==> src/hdl/keyboard_rollover_report_table_macros.svh <==
// assertion macros for the keyboard rollover report table
`ifndef KEYBOARD_ROLLOVER_REPORT_TABLE_MACROS_SVH
`define KEYBOARD_ROLLOVER_REPORT_TABLE_MACROS_SVH

`ifndef SYNTHESIS
`define KRRT_ASSERT_IMP(lbl, ante, cons, msg) \
    lbl: assert property (@(posedge i_clk) disable iff (!i_rst_n) (ante) |-> (cons)) \
        else $error(msg);
`define KRRT_ASSERT_NXT(lbl, ante, cons, msg) \
    lbl: assert property (@(posedge i_clk) disable iff (!i_rst_n) (ante) |=> (cons)) \
        else $error(msg);
`else
`define KRRT_ASSERT_IMP(lbl, ante, cons, msg)
`define KRRT_ASSERT_NXT(lbl, ante, cons, msg)
`endif

`endif

==> src/hdl/krrt_pkg.sv <==
// types and constants shared by the keyboard rollover report table
package krrt_pkg;

    localparam int SLOT_FIELDS = 6;

    typedef enum logic [3:0] {
        OP_ENABLE    = 4'd0,
        OP_DISABLE   = 4'd1,
        OP_PRESS     = 4'd2,
        OP_RELEASE   = 4'd3,
        OP_CLEAR     = 4'd4,
        OP_SET_MODS  = 4'd5,
        OP_OR_MODS   = 4'd6,
        OP_CLR_MODS  = 4'd7,
        OP_QUERY     = 4'd8
    } t_op;

    typedef enum logic [2:0] {
        ST_OK          = 3'd0,
        ST_NOT_READY   = 3'd1,
        ST_INVALID     = 3'd2,
        ST_FULL        = 3'd3,
        ST_NOT_FOUND   = 3'd4,
        ST_ALREADY_OFF = 3'd5
    } t_status;

    typedef struct packed {
        logic [3:0] op;
        logic [7:0] key_code;
        logic [7:0] modifier_bits;
    } t_req;

    typedef struct packed {
        t_status    status;
        logic [7:0] modifier_state;
        logic [7:0] slot_key_0;
        logic [7:0] slot_key_1;
        logic [7:0] slot_key_2;
        logic [7:0] slot_key_3;
        logic [7:0] slot_key_4;
        logic [7:0] slot_key_5;
        logic [2:0] pressed_count;
        logic       key_present;
    } t_rsp;

    typedef struct packed {
        logic       wipe;
        logic       press;
        logic       release_key;
        logic [7:0] code;
    } t_cell_ctl;

endpackage

==> src/hdl/keyboard_rollover_report_table.sv <==
// top level of the keyboard rollover report table
//
//  channel   direction  valid         stall         payload
//  request   in         i_in_valid    o_in_stall    i_in_data  (t_req)
//  result    out        o_out_valid   i_out_stall   o_out_data (t_rsp)
//
// the slot cells update and the result is registered in the same edge
// a new request is taken every cycle while the result register is free or being taken
// synchronous active-low reset clears the slots, the modifier byte and the enable flag
// a stalled result holds and stalls the request side in turn
`include "keyboard_rollover_report_table_macros.svh"

module keyboard_rollover_report_table
    import krrt_pkg::*;
#(
    parameter int KEY_SLOTS = 6
) (
    input  logic i_clk,
    input  logic i_rst_n,
    input  logic i_in_valid,
    output logic o_in_stall,
    input  t_req i_in_data,
    output logic o_out_valid,
    input  logic i_out_stall,
    output t_rsp o_out_data
);

    logic       r_enabled;
    logic       n_enabled;
    logic [7:0] r_mods;
    logic [7:0] n_mods;
    logic       r_out_valid;
    t_rsp       r_out;
    t_rsp       n_out;

    logic       w_acc;
    t_cell_ctl  w_ctl;
    t_status    w_status;
    logic       w_found;
    logic       w_full;
    logic       w_present;
    logic [2:0] w_count;
    logic [2:0] n_count;
    logic [KEY_SLOTS-1:0] w_nz;
    logic [KEY_SLOTS-1:0] w_nz_inc;
    logic [KEY_SLOTS-1:0] w_hit;
    logic [KEY_SLOTS-1:0] w_prev_nz;
    logic [KEY_SLOTS-1:0] w_hit_in;
    logic [7:0] w_key   [KEY_SLOTS];
    logic [7:0] w_next  [KEY_SLOTS];
    logic [7:0] w_upper [KEY_SLOTS];
    logic [7:0] w_slot  [SLOT_FIELDS];

    assign o_in_stall  = r_out_valid && i_out_stall;
    assign w_acc       = i_in_valid && !o_in_stall;
    assign o_out_valid = r_out_valid;
    assign o_out_data  = r_out;

    // slot chain
    for (genvar i = 0; i < KEY_SLOTS; i++) begin : g_cell
        if (i == 0) begin : g_first
            assign w_prev_nz[i] = 1'b1;
            assign w_hit_in[i]  = 1'b0;
        end else begin : g_link
            assign w_prev_nz[i] = w_nz[i-1];
            assign w_hit_in[i]  = w_hit[i-1];
        end
        if (i == KEY_SLOTS - 1) begin : g_last
            assign w_upper[i] = 8'd0;
        end else begin : g_mid
            assign w_upper[i] = w_key[i+1];
        end

        krrt_cell u_cell (
            .i_clk       (i_clk),
            .i_rst_n     (i_rst_n),
            .i_ctl       (w_ctl),
            .i_prev_nz   (w_prev_nz[i]),
            .i_hit_in    (w_hit_in[i]),
            .i_upper_key (w_upper[i]),
            .o_key       (w_key[i]),
            .o_next_key  (w_next[i]),
            .o_nz        (w_nz[i]),
            .o_hit_out   (w_hit[i])
        );
    end

    for (genvar i = 0; i < SLOT_FIELDS; i++) begin : g_slot
        if (i < KEY_SLOTS) begin : g_used
            assign w_slot[i] = w_next[i];
        end else begin : g_unused
            assign w_slot[i] = 8'd0;
        end
    end

    assign w_found = w_hit[KEY_SLOTS-1];
    assign w_full  = w_nz[KEY_SLOTS-1];

    // operation decode
    always_comb begin
        w_ctl             = '0;
        w_ctl.code        = i_in_data.key_code;
        w_status          = ST_OK;
        n_enabled         = r_enabled;
        n_mods            = r_mods;
        case (t_op'(i_in_data.op))
            OP_ENABLE: begin
                if (!r_enabled) begin
                    w_ctl.wipe = w_acc;
                    n_enabled  = 1'b1;
                    n_mods     = 8'd0;
                end
            end
            OP_DISABLE: begin
                if (!r_enabled) begin
                    w_status = ST_ALREADY_OFF;
                end else begin
                    w_ctl.wipe = w_acc;
                    n_enabled  = 1'b0;
                    n_mods     = 8'd0;
                end
            end
            default: begin
                if (!r_enabled) begin
                    w_status = ST_NOT_READY;
                end else begin
                    case (t_op'(i_in_data.op))
                        OP_PRESS: begin
                            if (i_in_data.key_code == 8'd0) begin
                                w_status = ST_INVALID;
                            end else if (!w_found) begin
                                if (w_full) begin
                                    w_status = ST_FULL;
                                end else begin
                                    w_ctl.press = w_acc;
                                end
                            end
                        end
                        OP_RELEASE: begin
                            if (!w_found) begin
                                w_status = ST_NOT_FOUND;
                            end else begin
                                w_ctl.release_key = w_acc;
                            end
                        end
                        OP_CLEAR: begin
                            w_ctl.wipe = w_acc;
                            n_mods     = 8'd0;
                        end
                        OP_SET_MODS: n_mods = i_in_data.modifier_bits;
                        OP_OR_MODS:  n_mods = r_mods | i_in_data.modifier_bits;
                        OP_CLR_MODS: n_mods = r_mods & ~i_in_data.modifier_bits;
                        default: ;
                    endcase
                end
            end
        endcase
    end

    // report after the operation
    always_comb begin
        n_count   = 3'd0;
        w_present = 1'b0;
        for (int i = 0; i < KEY_SLOTS; i++) begin
            n_count = n_count + 3'(w_next[i] != 8'd0);
            if (w_next[i] == i_in_data.key_code) begin
                w_present = 1'b1;
            end
        end
        w_present = w_present && n_enabled && (i_in_data.key_code != 8'd0);
    end

    always_comb begin
        n_out                = r_out;
        n_out.status         = w_status;
        n_out.modifier_state = n_mods;
        n_out.slot_key_0     = w_slot[0];
        n_out.slot_key_1     = w_slot[1];
        n_out.slot_key_2     = w_slot[2];
        n_out.slot_key_3     = w_slot[3];
        n_out.slot_key_4     = w_slot[4];
        n_out.slot_key_5     = w_slot[5];
        n_out.pressed_count  = n_count;
        n_out.key_present    = w_present;
    end

    always_comb begin
        w_count = 3'd0;
        for (int i = 0; i < KEY_SLOTS; i++) begin
            w_count = w_count + 3'(w_nz[i]);
        end
    end

    assign w_nz_inc = w_nz + KEY_SLOTS'(1);

    always_ff @(posedge i_clk) begin
        if (!i_rst_n) begin
            r_enabled   <= 1'b0;
            r_mods      <= 8'd0;
            r_out_valid <= 1'b0;
        end else begin
            if (w_acc) begin
                r_enabled   <= n_enabled;
                r_mods      <= n_mods;
                r_out_valid <= 1'b1;
            end else if (!i_out_stall) begin
                r_out_valid <= 1'b0;
            end
        end
    end

    always_ff @(posedge i_clk) begin
        if (w_acc) begin
            r_out <= n_out;
        end
    end

    `KRRT_ASSERT_IMP(a_off_empty, !r_enabled, (w_nz == '0) && (r_mods == 8'd0), "keys held while disabled")
    `KRRT_ASSERT_IMP(a_packed, 1'b1, (w_nz & w_nz_inc) == '0, "slots not packed from slot zero")
    `KRRT_ASSERT_NXT(a_release_count, w_ctl.release_key, w_count == $past(w_count) - 3'd1, "release did not drop one key")
    `KRRT_ASSERT_NXT(a_press_count, w_ctl.press, w_count == $past(w_count) + 3'd1, "press did not add one key")

endmodule

==> src/hdl/krrt_cell.sv <==
// one key slot of the report, linked to its neighbours
module krrt_cell
    import krrt_pkg::*;
(
    input  logic       i_clk,
    input  logic       i_rst_n,
    input  t_cell_ctl  i_ctl,
    input  logic       i_prev_nz,
    input  logic       i_hit_in,
    input  logic [7:0] i_upper_key,
    output logic [7:0] o_key,
    output logic [7:0] o_next_key,
    output logic       o_nz,
    output logic       o_hit_out
);

    logic [7:0] r_key;
    logic [7:0] n_key;
    logic       w_match;

    assign w_match   = (r_key != 8'd0) && (r_key == i_ctl.code);
    assign o_hit_out = i_hit_in | w_match;
    assign o_nz      = (r_key != 8'd0);
    assign o_key     = r_key;
    assign o_next_key = n_key;

    always_comb begin
        n_key = r_key;
        if (i_ctl.wipe) begin
            n_key = 8'd0;
        end else if (i_ctl.release_key && o_hit_out) begin
            n_key = i_upper_key;
        end else if (i_ctl.press && !o_nz && i_prev_nz) begin
            n_key = i_ctl.code;
        end
    end

    always_ff @(posedge i_clk) begin
        if (!i_rst_n) begin
            r_key <= 8'd0;
        end else begin
            r_key <= n_key;
        end
    end

endmodule
==> config.mk <==
export PLATFORM = sky130hd
export DESIGN_NAME = keyboard_rollover_report_table
export DESIGN_NICKNAME = d
export VERILOG_FILES = /design/src/hdl/krrt_pkg.sv /design/src/hdl/keyboard_rollover_report_table.sv /design/src/hdl/krrt_cell.sv
export VERILOG_INCLUDE_DIRS = /design/src /design/src/hdl
export SDC_FILE = /design/constraint.sdc
export NUM_CORES = 1
export LEC_CHECK = 0
export BUFFER_PORTS_ARGS = -buffer_cell sky130_fd_sc_hd__buf_2
export CORE_ASPECT_RATIO = 1.25
export CORE_MARGIN = 1
export CORE_UTILIZATION = 53
export CTS_BUF_LIST = sky130_fd_sc_hd__clkbuf_16
export DETAILED_ROUTE_END_ITERATION = 8
export GPL_ROUTABILITY_DRIVEN = 0
export PLACE_DENSITY = 0.77
export SETUP_SLACK_MARGIN = 0.1
export SYNTH_ARGS = -nofsm -noshare
export SYNTH_HDL_FRONTEND = slang
export SYNTH_SLANG_ARGS = --single-unit
==> constraint.sdc <==
create_clock -name i_clk -period 6 [get_ports i_clk]
set_input_delay 1.2 -clock i_clk [delete_from_list [all_inputs] [get_ports i_clk]]
set_output_delay 1.2 -clock i_clk [all_outputs]
set_load 0.1 [all_outputs]
# After elaboration in Yosys (flattened, before gate mapping)
# Cells that the tools add are included.
# word_totals
out_inout_bits,65
memories,0
mem_bits_ro,0
in_bits,24
latchBits,0
regBits,121
mem_bits_rw,0
wordCells,154
# classes
mul,0
bitwise_logic,8
n_shift,0
eq_ne,20
order_cmp,0
n_addsub,5
div_mod_pow,0
mux,52
reduce_logical,50
# ops
operator,count
$mux W8,21
$reduce_bool A8 Y1,13
$eq A8 B8 Y1,12
$pmux W8 S4,1
$logic_and A1 B1 Y1,27
$mux W3,6
$mux W1,17
$eq A4 B3 Y1 const B,4
$pmux W8 S2,1
$pmux W3 S2,2
$add A3 B1 Y3,3
$and A8 B8 Y8,1
$eq A4 B2 Y1 const B,2
$logic_not A8 Y1,1
$not A8 Y8,1
$or A8 B8 Y8,1
$logic_not A1 Y1,7
$or A1 B1 Y1,5
$eq A4 B1 Y1 const B,1
$logic_not A4 Y1,1
$mux W2,2
$pmux W1 S2,2
$add A2 B1 Y3,1
$add A1 B1 Y2,1
other kinds (2),2

# Longest topological paths before layout
# Gate-level depths: netlist of the first run.
# logic_depth
ltp_word,25
mapped_depth,18
ltp_nobuf,16

# Cells and area by module
# Synthesis of the first run repeated with hierarchy kept, for this count alone.
# hier_totals
hier_cells,654
hier_area_um2,6972.9
# by_module_without_submodules
module,cells_each,area_per_inst_um2,seq_area_each_um2,n_inst
krrt_cell,62,588.1,160.2,6
keyboard_rollover_report_table,282,3444.6,2092.0,1

# Worst setup path after synthesis of the first run
# OpenSTA, ideal clock, no wires.
# synth_path
kind,input to register
startpoint,in i_in_data[9] (netlist bit)
endpoint,"reg r_out, in the netlist o_out_data[2], data pin"
path_slack_ps,321
setup_time_ps,269
arrival_ps,5410
path_stages,17
n_path_buf,1
required_ps,5731
path_cell_list,buf_4 -> nor2b_1 -> or4_1 -> or4_4 -> nand3_2 -> nor4_4 -> a211oi_1 -> nor2_1 -> or4_1 -> nor4_1 -> o21ai_1 -> fa_1 -> inv_1 -> fa_1 -> inv_1 -> ha_1 -> fa_1
# synth_between
elab_chain_len,23
word_cells_on_any_way,71
classes_between,add/sub: 5; eq/ne: 6; mux: 25; bitwise: 5; reduce/logical: 30
# synth_lines
item,line_no,text
"start, declared",keyboard_rollover_report_table.sv:22,"input t_req i_in_data,"
$eq A8 B8 Y1,krrt_cell.sv:21,assign w_match = (r_key != 8'd0) && (r_key == i_ctl.code);
$logic_and A1 B1 Y1,krrt_cell.sv:21,
$or A1 B1 Y1 (5 in series),krrt_cell.sv:22,assign o_hit_out = i_hit_in | w_match;
$mux W1,keyboard_rollover_report_table.sv:131,end else if (!w_found) begin
$mux W1,keyboard_rollover_report_table.sv:129,if (i_in_data.key_code == 8'd0) begin
$mux W1,keyboard_rollover_report_table.sv:127,case (t_op'(i_in_data.op))
$mux W3,keyboard_rollover_report_table.sv:124,if (!r_enabled) begin
$mux W2,keyboard_rollover_report_table.sv:106,case (t_op'(i_in_data.op))
(+3 left out),-,
$mux W8 (*),krrt_cell.sv:31,end else if (i_ctl.release_key && o_hit_out) begin
$mux W8 (*),krrt_cell.sv:29,if (i_ctl.wipe) begin
named net g_cell[1].u_cell.o_next_key[1],krrt_cell.sv:12,"output logic [7:0] o_next_key,"
$reduce_bool A8 Y1 (*),keyboard_rollover_report_table.sv:165,n_count = n_count + 3'(w_next[i] != 8'd0);
$add A1 B1 Y2 (*),keyboard_rollover_report_table.sv:165,
$add A2 B1 Y3 (*),keyboard_rollover_report_table.sv:165,
$add A3 B1 Y3 (*) (3 in series),keyboard_rollover_report_table.sv:165,
named net n_count[1],keyboard_rollover_report_table.sv:43,logic [2:0] n_count;
"end signal, assigned",keyboard_rollover_report_table.sv:214,r_out <= n_out;
"end, declared",keyboard_rollover_report_table.sv:33,t_rsp r_out;
# Mark *: on every way through the listed nets, which the timed path passes. The rest lies on a longest branch.
# A chain may end at the register's enable or synchronous reset.

# Worst setup path in the final report of the first run
# layout_path
startpoint,in i_in_data[10] (netlist bit)
endpoint,"reg r_out, in the netlist o_out_data[2], data pin"
# The elaborated chain is that of the path after synthesis.

==> summary.txt, run 1 <==
Timing
  – RSZ-0062 raised after global routing: false
  – Setup TNS: 0 ps
  – Fin crit share: 0.9454
  – Final hold vios: 0
  – F_max: between 0.15 and 0.2 GHz
  – Worst setup margin: between 300 and 400 ps
  – Worst-Margin Slew: 1041 ps
  – Minimum clock period: 5672 ps
  – Fin Hold WS: roughly 470 ps
  – Max-slew violations: 0
  – Max_slew headroom: 0.3051
  – Fin Clk Skew: 8.929 ps
  – Setup violators final: 0

Finish
  – Layout net count: ~960
  – Multi-input gate area: 3774 um^2
  – Register area: 3053 um^2
  – Fillcell total: 1117
  – Fin area: 8705 um^2
  – ANT cells: 0
  – Layout cells sized above 1: 0.2359
  – Layout area overhead: 21.60%
  – Final core occ: 0.6579

Critical path
  – Critical Path Sink Type: register
  – Worst path slowest cell: or4_1
  – Critical Path Source Type: primary input
  – Kind of critical path: primary input to register
  – CP cell instances: buf_2, nor2b_1, or4_1, or4_4, nand3_2, nor4_4, a211oi_1, nor2_1, or4_1, nor4_2, buf_4, o21ai_1, fa_1, inv_1, fa_1, inv_1, ha_1, fa_1
  – Worst reg-to-reg setup slack: 750 ps
  – Crit-path max FO: 6
  – Data required, critical path: 6170 ps
  – WP data arrival: 5840 ps
  – CP max stage delay: 570 ps
  – Most frequent CP cell: fa_1
  – Cells on worst reg2reg path: 17

Place
  – Final HPWL DP: 15.26 mm
  – Port bufs: 88
  – Pre-CTS setup slack: -95.60 ps
  – Placed instance area: between 8000 and 9000 um^2

Die
  – Height of the die: 131.9 um
  – # rows: 47
  – Die ar.: 13980 um^2
  – Initial Util: 0.5410
  – Die W: about 110 um
  – Core area: between 10000 and 15000 um^2
  – Total I/O pin count: 89

Worst hold path
  – Hold Crit Depth: 2
  – Type of the tightest min-delay check: register to register

Synthesis
  – Synthesized-area fraction occupied by adder cells: 0.01014
  – Post-synth top cells: 70 x a21oi_1, 67 x nor2_1, 63 x edfxtp_1
  – Post-Synth Simple-Gate Area: 0.2272
  – Share of the synthesized area in the top cell type: 0.2643
  – Ys async rst share: 0
  – Synth Area per Inst: 8.859 um^2
  – Post-synthesis cell count: 808
  – Sequential share of the synthesized area: 0.4265
  – Most common flop cell mapped by yosys: edfxtp_1
  – Synth warn: 0
  – Top-count cell post-synth: a21oi_1
  – Mapped Area: around 7200 um^2
  – Yosys top cell by area: edfxtp_1
  – Main combinational cell family by area after synthesis: simple AND/OR/NAND/NOR gates
  – Syn nets: 836
  – Seq cells post-synth: between 100 and 150
  – Distinct cells, synth: 70
  – Synth Area in Compound Gates: 0.2089
  – Post-synth EDFFs: 63
  – Post-Synth XOR/XNOR Area: 0.05628
  – Area contributors post-synth: edfxtp_1 26%, dfxtp_1 16%, a21oi_1 4.9%
  – Mux cell area share after synthesis: 0.02202

Global routing
  – Vias in the first global route: 6653
  – GR peak layer: met2
  – Total Routing Usage GR: 0.3218
  – Global-route wire length before repair: 34.89 mm
  – Met3 Use GR: 0.06327
  – Total grt overflow: 0
  – Pin count of the biggest net entering global routing: between 50 and 60
  – Met1 Usage GRT: 0.3994
  – GR Util met2: 0.4996
  – Initial antenna violation count: 0

Clock network
  – Num CTS Buffers: 17
  – Worst skew pair latency: 420 ps
  – Clock-pin slew on the worst setup and hold paths: roughly 60 ps
  – CTS sink count: around 120
  – Total setup buffers inserted after CTS: 0
  – Clk root buf: clkbuf_16
  – Max Buffers Root-to-Sink: 2
  – Htree depth: 4
  – CTS tree: yes

Detailed routing
  – Drc violations: 0
  – Via Count: 7223
  – Vias per inst: 6.496
  – Total wire length: 22.00 mm
  – WL/cell: roughly 20 um
  – First-pass DRT Iterations: 8
  – ANT nets after route: 0
  – Drt first-iter violations: 885

Power
  – Clock power frac: 0.433
  – Sw Share: 0.3011
  – Peak supply drop: 0.1632 mV
  – Combinational Power Share: 0.141
  – Net Switching: 0.0006327 W
  – P per Cell Area: 241.4 nW/um^2
  – Leakage power: 3.545 nW
  – Internal power: around 0.0015 W
  – Seq pwr share: 0.426

Job
  – Max-capacitance violation count: 0

Status
  – Status: finished, final reports clean
[per-stage QoR]
step / power [W] / cells
2_1_floorplan: 0.001137 / 808
3_3_place_gp: 0.001201 / 1080
3_5_place_dp: 0.001203 / 1080
4_1_cts: 0.002105 / 1112
5_1_grt: 0.002160 / 1112
6_report: 0.002101 / 1112
[placed cells by master, fill, tap and decap left out, types with 15 or more instances in the layout]
cell	synthesis	layout
buf_4	1	78
a211oi_1	33	33
xor2_1	31	31
dfxtp_1	58	58
a21oi_1	70	70
and2_1	31	31
inv_1	16	15
nor3_1	35	35
xnor2_1	15	15
buf_2	16	88
nor4_1	39	36
o21ai_0	45	45
nor2_1	67	67
nand2_1	57	57
clkbuf_16	0	17
edfxtp_1	63	63
[power by group through the flow]
stage	Combinational [W]	Sequential, W	Clock (W)
6_report	0.000296	0.000894	0.000910
5_1_grt	0.000306	0.000896	0.000958
4_1_cts	0.000292	0.000895	0.000918
3_5_place_dp	0.000291	0.000912	0
3_3_place_gp	0.000290	0.000912	0
2_1_floorplan	0.0000809	0.00106	0
[layer usage]
layer | part of all wire | routed length [um]
met1 | 0.39 | 8536
met2 | 0.46 | 10110
met3 | 0.085 | 1866
met4 | 0.068 | 1487
met5 | 0 | 0
[area by class of cell]
cell class	count	area share
Multi-Input combinational cell	602	0.4335
Sequential cell	121	0.3507
Timing Repair Buffer	168	0.1225
Clock buffer	17	0.04887
Tap cell	171	0.02458
Clock inverter	15	0.01207
Inverter	18	0.007762
[logic make-up (layout without fill, tap and decap cells)]
kind of cell,count (synthesis),count (layout)
simple gates,302,302
compound gates,235,235
flops,121,121
buf+inv,85,218
xor+xnor,46,46
mux,15,15
fa+ha+maj,4,4
[path summary, 6_finish.rpt]
kind	start	endpoint
setup / recovery	i_in_data[10]	o_out_data[2]
setup reg to reg	g_cell[4].u_cell.o_key[2]	o_out_data[2]
hold reg to reg	r_mods[2]	r_mods[2]
hold / removal	r_mods[2]	r_mods[2]
[what timing repair did]
| action | 4_1_cts | 5_1_grt |
|---|---|---|
| setup endpoints to repair | 0 | 2 |
| hold buffers | 0 | 0 |
| gates resized for setup | 0 | 2 |
[worst max-delay path, delay by kind of cell]
| kind | cells | cell delay (ps) |
|---|---|---|
| buf+inv | 4 | 340 |
| fa+ha+maj | 4 | 1660 |
| simple gates | 8 | 2210 |
| compound gates | 2 | 410 |
[sequential cells by signal, indices dropped and copies added, names as in the netlist]
register / count
o_out_data: 63
r_mods: 8
o_out_valid: 1
r_enabled: 1
g_cell.u_cell.o_key: 48
No activity file was read; power rests on OpenSTA's default activity.
==> run 2: changes to the inputs <==
--- a/config.mk
+++ b/config.mk
@@ -9,11 +9,11 @@
 export BUFFER_PORTS_ARGS = -buffer_cell sky130_fd_sc_hd__buf_2
 export CORE_ASPECT_RATIO = 1.25
 export CORE_MARGIN = 1
-export CORE_UTILIZATION = 53
+export CORE_UTILIZATION = 51
 export CTS_BUF_LIST = sky130_fd_sc_hd__clkbuf_16
 export DETAILED_ROUTE_END_ITERATION = 8
 export GPL_ROUTABILITY_DRIVEN = 0
-export PLACE_DENSITY = 0.77
+export PLACE_DENSITY = 0.74
 export SETUP_SLACK_MARGIN = 0.1
 export SYNTH_ARGS = -nofsm -noshare
 export SYNTH_HDL_FRONTEND = slang
==> summary.txt, run 2 (synthesis gave the netlist of run 1 again) <==
Status
  – Status: finished, violations left (was finished, final reports clean)
  – Failing checks: DRC

Detailed routing
  – Vias per inst: 6.378 (was 6.496)
  – Drt first-iter violations: 999 (was 885)
  – Total wire length: 22.59 mm (was 22.00 mm)
  – Via Count: 7182 (was 7223)
  – First-pass DRT Iterations: 8 (unchanged)
  – ANT nets after route: 0 (unchanged)
  – WL/cell: 20.06 um (was 19.78 um)
  – Drc violations: 2 (was 0)

Clock network
  – Max Buffers Root-to-Sink: 2 (unchanged)
  – Htree depth: 4 (unchanged)
  – CTS tree: yes (unchanged)
  – Total setup buffers inserted after CTS: 0 (unchanged)
  – Worst skew pair latency: 420 ps (about the same)
  – CTS sink count: 121 (unchanged)
  – Num CTS Buffers: 17 (unchanged)
  – Clk root buf: clkbuf_16 (unchanged)
  – Clock-pin slew on the worst setup and hold paths: 50 ps (was 60 ps)

Critical path
  – Data required, critical path: 6150 ps (was 6170 ps)
  – Worst r2r src: g_cell[4].u_cell.o_key[2] (unchanged)
  – CP cell instances: buf_2, nor2b_1, or4_1, or4_4, nand3_2, nor4_4, a211oi_1, nor2_1, or4_1, nor4_2, buf_4, o21ai_1, fa_1, inv_1, fa_1, inv_1, ha_1, fa_1 (unchanged)
  – Most frequent CP cell: fa_1 (unchanged)
  – Crit-path max FO: 7 (was 6)
  – Worst path slowest cell: or4_1 (unchanged)
  – WP data arrival: 5870 ps (was 5840 ps)
  – Critical Path Source Type: primary input (unchanged)
  – Worst reg-to-reg setup slack: 720 ps (was 750 ps)
  – CP startpoint: i_in_data[10] (unchanged)
  – Critical Path Sink Type: register (unchanged)
  – CP max stage delay: 560 ps (was 570 ps)
  – Kind of critical path: primary input to register (unchanged)

Power
  – P per Cell Area: 243.9 nW/um^2 (was 241.4 nW/um^2)
  – Peak supply drop: 0.1464 mV (was 0.1632 mV)
  – Leakage power: 3.613 nW (was 3.545 nW)

Place
  – Port bufs: 88 (unchanged)
  – Pre-CTS setup slack: -99.70 ps (was -95.60 ps)
  – Final HPWL DP: 15.66 mm (was 15.26 mm)

Global routing
  – Initial antenna violation count: 0 (unchanged)
  – Total grt overflow: 0 (unchanged)
  – Vias in the first global route: 6727 (was 6653)
  – Total Routing Usage GR: 0.3185 (was 0.3218)
  – Pin count of the biggest net entering global routing: 42 (was 51)
  – Global-route wire length before repair: 35.27 mm (was 34.89 mm)

Worst hold path
  – Launch point of the worst hold path: r_mods[7] (was r_mods[2])
  – Type of the tightest min-delay check: register to register (unchanged)

Finish
  – ANT cells: 0 (unchanged)
  – Commonest non-fill, non-tap cells in the layout: 89 x buf_4, 88 x buf_2, 69 x a21oi_1 (was 88 x buf_2, 78 x buf_4, 70 x a21oi_1)
  – Max reg flops: 63 (unchanged)
  – Leading cell type in the layout, fill and taps excluded: buf_4 (was buf_2)
  – Layout cells sized above 1: 0.2376 (was 0.2359)
  – Layout net count: 966 (was 956)
  – Layout area overhead: 22.83% (was 21.60%)

Timing
  – RSZ-0062 raised after global routing: false (unchanged)
  – Fin crit share: 0.9533 (was 0.9454)
  – F_max: 0.1748 GHz (was 0.1763 GHz)
  – Setup violators final: 0 (unchanged)
  – Final hold vios: 0 (unchanged)
  – Fin Clk Skew: 14.54 ps (was 8.929 ps)
  – Minimum clock period: 5720 ps (was 5672 ps)
  – Max-slew violations: 0 (unchanged)
  – Worst-Margin Slew: 1022 ps (was 1041 ps)
  – Worst setup margin: 280.5 ps (was 327.8 ps)
  – Max_slew headroom: 0.3181 (was 0.3051)
  – Setup TNS: 0 ps (unchanged)

Die
  – # rows: 48 (was 47)
  – Initial Util: 0.5205 (was 0.5410)
  – Die W: 108.0 um (was 105.9 um)
  – Height of the die: 134.5 um (was 131.9 um)
  – Die ar.: 14520 um^2 (was 13980 um^2)
  – Total I/O pin count: 89 (unchanged)
  – Core area: 13750 um^2 (was 13230 um^2)

Job
  – Max-capacitance violation count: 0 (unchanged)
==> run 2: critical path: cells and delay by family <==
| kind | cells | cell delay (ps) |
|---|---|---|
| AOI/OAI and AO/OA | 2 | 440 |
| adders and majority gates | 4 | 1690 |
| buffers and inverters | 4 | 360 |
| and+or+nand+nor | 8 | 2190 |
==> run 2: power by group <==
part           internal, W  leakage (nW)  switching, W
combinational    0.0000543          2.23      0.000242
sequential        0.000890          1.10    0.00000516
clock             0.000596         0.281      0.000357
==> run 2: per-stage QoR <==
step | std cells | hold WS (ps) | power, W | utilization | cell area, um^2
floorplan | 808 | 432.9 | 0.001137 | - | 7158
global placement | 1094 | 451.2 | 0.001202 | 0.5983 | 8229
detailed placement | 1094 | 451.9 | 0.001203 | 0.5983 | 8229
CTS | 1126 | 459.5 | 0.002153 | 0.6383 | 8778
global route | 1126 | 493.7 | 0.002204 | 0.6393 | 8792
finish | 1126 | 462.3 | 0.002144 | 0.6393 | 8792
==> run 2: worst paths after layout <==
check                   to  cells past startpoint
max reg2reg  o_out_data[2]                     17
max          o_out_data[2]                     18
min reg2reg      r_mods[7]                      2
min              r_mods[7]                      2
==> run 2: area by class of cell <==
type	count	area, um^2
clock buffer	17	425.4
clock inverter	15	123.9
fill	1184	4961
inverter	18	67.56
multi-input combinational	602	3775
sequential	121	3053
tap	175	219.0
timing repair buffer	178	1129
==> run 2: routing by layer <==
layer	up-vias	GRT usage	routed length, um
li1	3275	-	-
met1	3313	0.3865	8667
met2	476	0.4993	10640
met3	118	0.07770	2039
met4	0	0.2108	1240
met5	-	0	0
==> run 2: what timing repair did <==
| action | CTS | global route |
|---|---|---|
| hold buffers | 0 | 0 |
| gates resized for setup | 0 | 3 |
| setup endpoints to repair | 0 | 2 |
